--- config.mk ---
export PLATFORM = sky130hd
export DESIGN_NAME = mstk_cell
export DESIGN_NICKNAME = d
export VERILOG_FILES = /design/src/design/mstk_pkg.sv /design/src/design/mstk_cell.sv
export SDC_FILE = /design/constraint.sdc
export NUM_CORES = 1
export LEC_CHECK = 0
export BUFFER_PORTS_ARGS = -buffer_cell sky130_fd_sc_hd__buf_2
export CAP_MARGIN = 10
export CORE_MARGIN = 3
export CORE_UTILIZATION = 44
export DETAILED_ROUTE_END_ITERATION = 16
export PLACE_DENSITY = 0.8
export SKIP_CTS_REPAIR_TIMING = 1
export SLEW_MARGIN = 10
export SYNTH_ARGS = -nofsm -noshare
export SYNTH_HDL_FRONTEND = slang
export SYNTH_SLANG_ARGS = --single-unit
--- constraint.sdc ---
create_clock -name clock -period 4.6 [get_ports clock]
set_clock_uncertainty 0.1 [all_clocks]
set_input_delay 0.92 -clock clock [delete_from_list [all_inputs] [get_ports clock]]
set_output_delay 0.92 -clock clock [all_outputs]
set_load 0.01 [all_outputs]
--- src/design/mstk_pkg.sv ---
// mstk_pkg: shared types and constants for the max stack.
// Request and status codes, the stack entry and the cell control word.
// No dependencies.
package mstk_pkg;

   localparam int DATA_W = 32;
   localparam int KIND_W = 3;
   localparam int STAT_W = 2;
   localparam int OCC_W  = 7;

   localparam logic signed [DATA_W-1:0] INT_MIN = {1'b1, {(DATA_W-1){1'b0}}};

   typedef enum logic [KIND_W-1:0] {
      REQ_PUSH     = 3'd0,
      REQ_POP      = 3'd1,
      REQ_PEEK_TOP = 3'd2,
      REQ_PEEK_MAX = 3'd3,
      REQ_POP_MAX  = 3'd4
   } req_kind_type;

   typedef enum logic [STAT_W-1:0] {
      STAT_OK    = 2'd0,
      STAT_EMPTY = 2'd1,
      STAT_FULL  = 2'd2
   } status_type;

   typedef enum logic [1:0] {
      SEQ_IDLE,
      SEQ_DOWN,
      SEQ_UP,
      SEQ_DONE
   } seq_state_type;

   typedef enum logic [2:0] {
      CELL_HOLD,
      CELL_PUSH,
      CELL_POP,
      CELL_DOWN,
      CELL_UP
   } cell_mode_type;

   // one stack slot: its value and the max of itself and everything below
   typedef struct packed {
      logic signed [DATA_W-1:0] val;
      logic signed [DATA_W-1:0] mx;
   } entry_type;

   typedef struct packed {
      cell_mode_type            mode;
      logic                     bottom;
      logic signed [DATA_W-1:0] maxv;
   } cell_ctrl_type;

   typedef struct packed {
      logic signed [DATA_W-1:0] result_value;
      status_type               status;
      logic [OCC_W-1:0]         occupancy;
   } rsp_data_type;

endpackage

--- src/design/mstk_cell.sv ---
// mstk_cell: one slot of the stack row; shifts with its neighbors and
// takes part in the pop-max delete and max-rebuild walks. Uses mstk_pkg.
module mstk_cell #(
   parameter int IDX_W = 6,
   parameter int INDEX = 0
) (
   input  logic                    clock,
   input  logic                    reset,
   input  mstk_pkg::cell_ctrl_type ctrl,
   input  logic [IDX_W-1:0]        ptr,
   input  mstk_pkg::entry_type     above,
   input  logic                    del_above,
   input  mstk_pkg::entry_type     below,
   output mstk_pkg::entry_type     ent,
   output logic                    del
);

   mstk_pkg::entry_type ent_ff, ent_in;
   logic                del_ff, del_in;
   logic                sel;
   logic                hit;

   assign sel = (ptr == IDX_W'(INDEX));
   // delete point is at or above this slot
   assign hit = del_above | (ent_ff.val == ctrl.maxv);

   always_comb begin
      ent_in = ent_ff;
      del_in = del_ff;
      unique case (ctrl.mode)
         mstk_pkg::CELL_HOLD: begin
         end
         mstk_pkg::CELL_PUSH: begin
            ent_in = above;
         end
         mstk_pkg::CELL_POP: begin
            ent_in = below;
         end
         mstk_pkg::CELL_DOWN: begin
            if (sel) begin
               del_in = hit;
               if (hit) begin
                  ent_in = below;
               end
            end
         end
         mstk_pkg::CELL_UP: begin
            if (sel) begin
               ent_in.mx = (ctrl.bottom || (ent_ff.val > below.mx)) ? ent_ff.val : below.mx;
            end
         end
         default: begin
         end
      endcase
   end

   always_ff @(posedge clock) begin
      ent_ff <= ent_in;
   end

   always_ff @(posedge clock) begin
      if (reset) begin
         del_ff <= 1'b0;
      end else begin
         del_ff <= del_in;
      end
   end

   assign ent = ent_ff;
   assign del = del_ff;

endmodule
## Word-level counts from Yosys, hierarchy flattened

Cells that the tools add are included.

- Order comparisons: 1
- Equal/unequal tests: 8
- Mux-type cells: 6
- Bitwise gates (word level): 1
- Reductions and logical operators: 7

Operator list:

| kind | number |
|---|---|
| $mux W64 | 2 |
| $pmux W32 S4 | 1 |
| $pmux W32 S3 | 1 |
| $mux W32 | 2 |
| $eq A32 B32 Y1 | 1 |
| $gt A32 B32 Y1 | 1 |
| $eq A3 B2 Y1 const B | 2 |
| $logic_not A6 Y1 | 1 |
| $ne A2 B2 Y1 const B | 3 |
| $reduce_and A4 Y1 | 1 |
| $reduce_bool A4 Y1 | 1 |
| $eq A3 B1 Y1 const B | 1 |
| $eq A3 B3 Y1 const B | 1 |
| $reduce_and A3 Y1 | 1 |
| $reduce_bool A3 Y1 | 1 |
| $reduce_and A2 Y1 | 1 |
| $logic_or A1 B1 Y1 | 1 |
| $or A1 B1 Y1 | 1 |

- Flip-flop bits (word level): 65

## Longest topological paths before layout

- Word-level depth: 5
- Gate-level depth with buffers: 10

## Worst setup path after synthesis

No wires, ideal clock.

- Path type: input to register
- From: input ptr[3]
- To: register ent_ff (netlist bit ent[0]), enable pin
- Setup time: 470 ps
- Arrival time: 4,222 ps
- Required time: 4,030 ps
- Path slack: -192 ps
- Stages on the path: 4
- Path buffers: 0
- Cell sequence: or4_1 -> nor3_1 -> a21oi_1 -> o31ai_1

- Word-level cells in the longest chain between the ends: 3

RTL lines:

| element | RTL line | source |
|---|---|---|
| start: declaration | mstk_cell.sv:10 | `input logic [IDX_W-1:0] ptr,` |
| $logic_not A6 Y1 (*) | mstk_cell.sv:23 | `assign sel = (ptr == IDX_W'(INDEX));` |
| $ne A2 B2 Y1 (no line) | -- |  |
| $reduce_and A4 Y1 (no line) (*) | -- |  |
| end signal: assignment | mstk_cell.sv:58 | `ent_ff <= ent_in;` |
| end: declaration | mstk_cell.sv:18 | `mstk_pkg::entry_type ent_ff, ent_in;` |

Mark *: on every way between the ends. The rest lies on a longest branch, timed or not.
A chain may end at the register's enable or synchronous reset.

==> impl_results.html <==
<table>
<tr><th>Metric</th><th>Value</th></tr>
<tr><th colspan="2">Status</th></tr>
<tr><td>Status</td><td>finished, final reports clean</td></tr>
<tr><th colspan="2">Setup path</th></tr>
<tr><td>Buffering stage count on the worst path with inverters included</td><td>2</td></tr>
<tr><td>Category of cells accounting for the largest share of critical-path delay</td><td>simple AND/OR/NAND/NOR gates</td></tr>
<tr><td>Type of destination of the critical path</td><td>register</td></tr>
<tr><td>Worst setup SP type</td><td>input port</td></tr>
<tr><td>Arrival @ worst endpoint</td><td>~3.5 ns</td></tr>
<tr><td>Category of the critical setup timing path</td><td>in -&gt; reg</td></tr>
<tr><td>Max stage delay cell, worst path</td><td>or3b_1</td></tr>
<tr><td>WP data required</td><td>between 4 and 5 ns</td></tr>
<tr><td>Register-to-register setup slack</td><td>~1.1 ns</td></tr>
<tr><td>Cell Chain, Critical Path</td><td>buf_2, inv_1, ha_2, nand4_2, nor4_2, or3b_1, a31oi_1, nor3_2</td></tr>
<tr><td>Critical-path maximum fanout</td><td>32</td></tr>
<tr><td>Critical Path Max Stage Delay</td><td>~0.9 ns</td></tr>
<tr><th colspan="2">Power</th></tr>
<tr><td>PwrDens</td><td>between 200 and 300 nW/um2</td></tr>
<tr><td>Worst VDD drop</td><td>0.1706 mV</td></tr>
<tr><td>Sum of internal, switching and leakage power</td><td>2.303 mW</td></tr>
<tr><td>Cell leakage power</td><td>around 3.5 nW</td></tr>
<tr><th colspan="2">Detailed routing</th></tr>
<tr><td>Post-DRT Antenna Nets</td><td>0</td></tr>
<tr><td>Pre-antenna DRT Iters</td><td>9</td></tr>
<tr><td>WL/cell</td><td>about 21 um</td></tr>
<tr><td>Total number of vias</td><td>~7400</td></tr>
<tr><td>Wirelength, routed</td><td>~24000 um</td></tr>
<tr><td>DR vias/cell</td><td>6.267</td></tr>
<tr><td>Remaining design rule violation count</td><td>0</td></tr>
<tr><td>Drt first-iter violations</td><td>~1100</td></tr>
<tr><th colspan="2">Final layout</th></tr>
<tr><td>Leading cell type in the layout, fill and taps excluded</td><td>buf_2</td></tr>
<tr><td>Number of standard cells in the layout, taps in and fillers out</td><td>about 1200</td></tr>
<tr><td>Share of the core filled with cells in the final layout</td><td>56.57%</td></tr>
<tr><td>Commonest cells after routing, fill and taps aside</td><td>buf_2, nand2_1, edfxtp_1</td></tr>
<tr><td>Layout Nets</td><td>1198</td></tr>
<tr><td>Filler cell count in the final layout</td><td>around 1300</td></tr>
<tr><td>Count of inserted antenna diode cells</td><td>0</td></tr>
<tr><td>Final design area excluding fillers</td><td>~8000 um2</td></tr>
<tr><td>Share of cells above drive strength 1</td><td>a little under a third</td></tr>
<tr><td>Area added between synthesis and finish</td><td>22.92%</td></tr>
<tr><th colspan="2">Synthesis</th></tr>
<tr><td>EDFF count, synth</td><td>64</td></tr>
<tr><td>Average cell area after synthesis</td><td>about 8.1 um2</td></tr>
<tr><td>Fraction of synthesized area in multiplexers</td><td>0.1537%</td></tr>
<tr><td>Basic-gate share of the synthesized area counting and, or, nand and nor cells</td><td>about a quarter</td></tr>
<tr><td>Top flip-flop cell by instance count after synthesis</td><td>edfxtp_1</td></tr>
<tr><td>Area fraction in compound gates after synthesis</td><td>between 20% and 30%</td></tr>
<tr><td>Nets in the synthesized netlist</td><td>1008</td></tr>
<tr><td>Gate count after technology mapping</td><td>around 800</td></tr>
<tr><td>Post-Synth XOR/XNOR Area</td><td>4.304%</td></tr>
<tr><td>Count of synthesis-stage warnings from yosys</td><td>0</td></tr>
<tr><td>Largest family of logic cells by synthesized area</td><td>simple AND/OR/NAND/NOR gates</td></tr>
<tr><td>Summed instance area of the synthesized netlist</td><td>about 6500 um2</td></tr>
<tr><td>Number of distinct library cell variants in the gate-level netlist after synthesis</td><td>48</td></tr>
<tr><td>Synthesis-stage register bit count</td><td>65</td></tr>
<tr><td>Post-synthesis async set-or-reset flop share</td><td>0%</td></tr>
<tr><td>Fraction of the yosys area taken by sequential cells</td><td>between 20% and 30%</td></tr>
<tr><td>Adder and majority cell fraction of the synthesized area</td><td>6.149%</td></tr>
<tr><th colspan="2">Placed design</th></tr>
<tr><td>Cell area after placement</td><td>7760 um2</td></tr>
<tr><td>Post-DP HPWL</td><td>between 15000 and 20000 um</td></tr>
<tr><td>Final estimated routing congestion in global placement</td><td>roughly 0.95</td></tr>
<tr><td>Port buffer count</td><td>around 240</td></tr>
<tr><td>Placed Instances</td><td>about 1200</td></tr>
<tr><th colspan="2">Clock tree</th></tr>
<tr><td>Number of CTS-inserted buffers</td><td>9</td></tr>
<tr><td>Clock latency on the worst-skew pair</td><td>0.34 ns</td></tr>
<tr><td>Cell at the root of the clock tree</td><td>clkbuf_16</td></tr>
<tr><td>Number of sinks handled by clock tree synthesis</td><td>65</td></tr>
<tr><td>TritonCTS clock tree</td><td>done</td></tr>
<tr><td>Max Buffers Root-to-Sink</td><td>2</td></tr>
<tr><td>Worst-path clk slew</td><td>0.05 ns</td></tr>
<tr><td>H-tree depth reported by CTS</td><td>3</td></tr>
<tr><th colspan="2">Global routing</th></tr>
<tr><td>Gr usage total</td><td>between 20 and 30%</td></tr>
<tr><td>Largest net degree at the start of global routing</td><td>between 60 and 70</td></tr>
<tr><td>Number of antenna violations at the first check in global routing</td><td>2</td></tr>
<tr><td>Wire length of the first global-routing pass</td><td>around 37000 um</td></tr>
<tr><td>Via count of the first global-routing pass</td><td>between 6000 and 7000</td></tr>
<tr><td>Total congestion overflow</td><td>0</td></tr>
<tr><th colspan="2">STA</th></tr>
<tr><td>Final setup vio count</td><td>0</td></tr>
<tr><td>Worst slew margin relative to its limit</td><td>15.97%</td></tr>
<tr><td>Number of pins with negative max-slew slack in the final report</td><td>0</td></tr>
<tr><td>Setup repair after global routing missed its margin</td><td>no</td></tr>
<tr><td>Period Utilization, post-route</td><td>between 70% and 80%</td></tr>
<tr><td>Worst-Margin Slew</td><td>~1.3 ns</td></tr>
<tr><td>Post-Route Setup TNS</td><td>0 ns</td></tr>
<tr><td>Minimum clock period after layout</td><td>3.556 ns</td></tr>
<tr><td>Final hold viol count</td><td>0</td></tr>
<tr><td>Max Fclk</td><td>approximately 280 MHz</td></tr>
<tr><th colspan="2">Floorplan</th></tr>
<tr><td>Die Area</td><td>roughly 16000 um2</td></tr>
<tr><td>Initial Utilization</td><td>about 46%</td></tr>
<tr><td>Die Y-Extent</td><td>127.7 um</td></tr>
<tr><td>Core region area</td><td>14150 um2</td></tr>
<tr><td>Rows</td><td>43</td></tr>
<tr><td>Die outline width</td><td>~130 um</td></tr>
<tr><td># IOs</td><td>roughly 240</td></tr>
<tr><th colspan="2">Hold path</th></tr>
<tr><td>Min-delay worst type</td><td>reg -&gt; reg</td></tr>
<tr><th colspan="2">Run</th></tr>
<tr><td>Max capacitance violation total</td><td>0</td></tr>
</table>
-- sequential cells by signal (all words and copies together) (netlist names) --
| name | cells |
|---|---|
| ent | 64 |
| del | 1 |
-- stage by stage --
| step | hold WS (ns) | worst slack (ns) |
|---|---|---|
| final | 0.4091 | 1.044 |
| after global routing | 0.4543 | 0.9255 |
| after CTS | 0.4126 | 1.095 |
| after detailed placement | 0.3990 | 0.7401 |
| after global placement | 0.3859 | 0.8312 |
| after floorplan | 0.4349 | 0.02440 |
-- cell type report --
class / count / area [um2] / area share [%]
Timing Repair Buffer: 255 / 1321 / 16.51
Tap cell: 180 / 225.2 / 2.814
Inverter: 34 / 127.6 / 1.594
Sequential cell: 65 / 1942 / 24.26
Multi-Input combinational cell: 628 / 4144 / 51.77
Clock inverter: 2 / 7.507 / 0.09379
Clock buffer: 12 / 236.5 / 2.955
-- cell families (layout without fill, tap and decap cells) --
group | after synthesis | in the layout
compound gates | 221 | 221
xor+xnor | 32 | 32
fa+ha+maj | 32 | 32
buf+inv | 110 | 303
flops | 65 | 65
mux | 1 | 1
simple gates | 342 | 342
-- worst reg2reg max path, delay by kind of cell (launching register included) --
kind            cells  cell delay (ns)
flops               1             0.54
simple gates        4             1.56
fa+ha+maj           1             0.56
compound gates      1             0.43
-- Yosys cell counts (4+ instances only) --
master / count / area share, %
nand2_1: 199 / 11
edfxtp_1: 64 / 30
clkbuf_1: 54 / 3.1
nand4_1: 45 / 4.3
a21oi_1: 43 / 3.3
nand3_1: 35 / 2.7
o211ai_1: 34 / 3.9
inv_1: 33 / 1.9
a211oi_1: 32 / 3.7
ha_1: 32 / 6.1
a222oi_1: 31 / 4.8
a31oi_1: 31 / 3.0
nor3_2: 31 / 4.8
a22o_1: 30 / 4.0
xnor2_1: 24 / 3.2
buf_2: 10 / 0.77
xor2_1: 8 / 1.1
buf_6: 7 / 1.2
nor2_1: 7 / 0.40
a221oi_1: 5 / 0.67
a21o_1: 4 / 0.46
nor4_1: 4 / 0.38
-- per-layer routing --
metal | vias to the layer above | global-route usage [%] | wire [um] | share of wire [%]
met5 | - | 0 | 21 | 0.087
met2 | 518 | 45.09 | 11100 | 46
met1 | 3341 | 38.55 | 9436 | 39
met3 | 67 | 7.750 | 2706 | 11
met4 | 4 | 12.05 | 889 | 3.7
li1 | 3440 | - | - | -
-- report_power, final --
group	internal, mW	switching, mW
clock network	0.355	0.237
logic	0.352	0.546
registers	0.748	0.0639
total	1.46	0.847
-- final timing paths --
path | start | cells after the start | to
worst max-delay path | below[31] | 8 | ent[27]
worst min-delay path | del | 2 | del
worst max register to register | ent[63] | 6 | ent[27]
worst min register to register | del | 2 | del
Power figures use the tool's default switching activity.
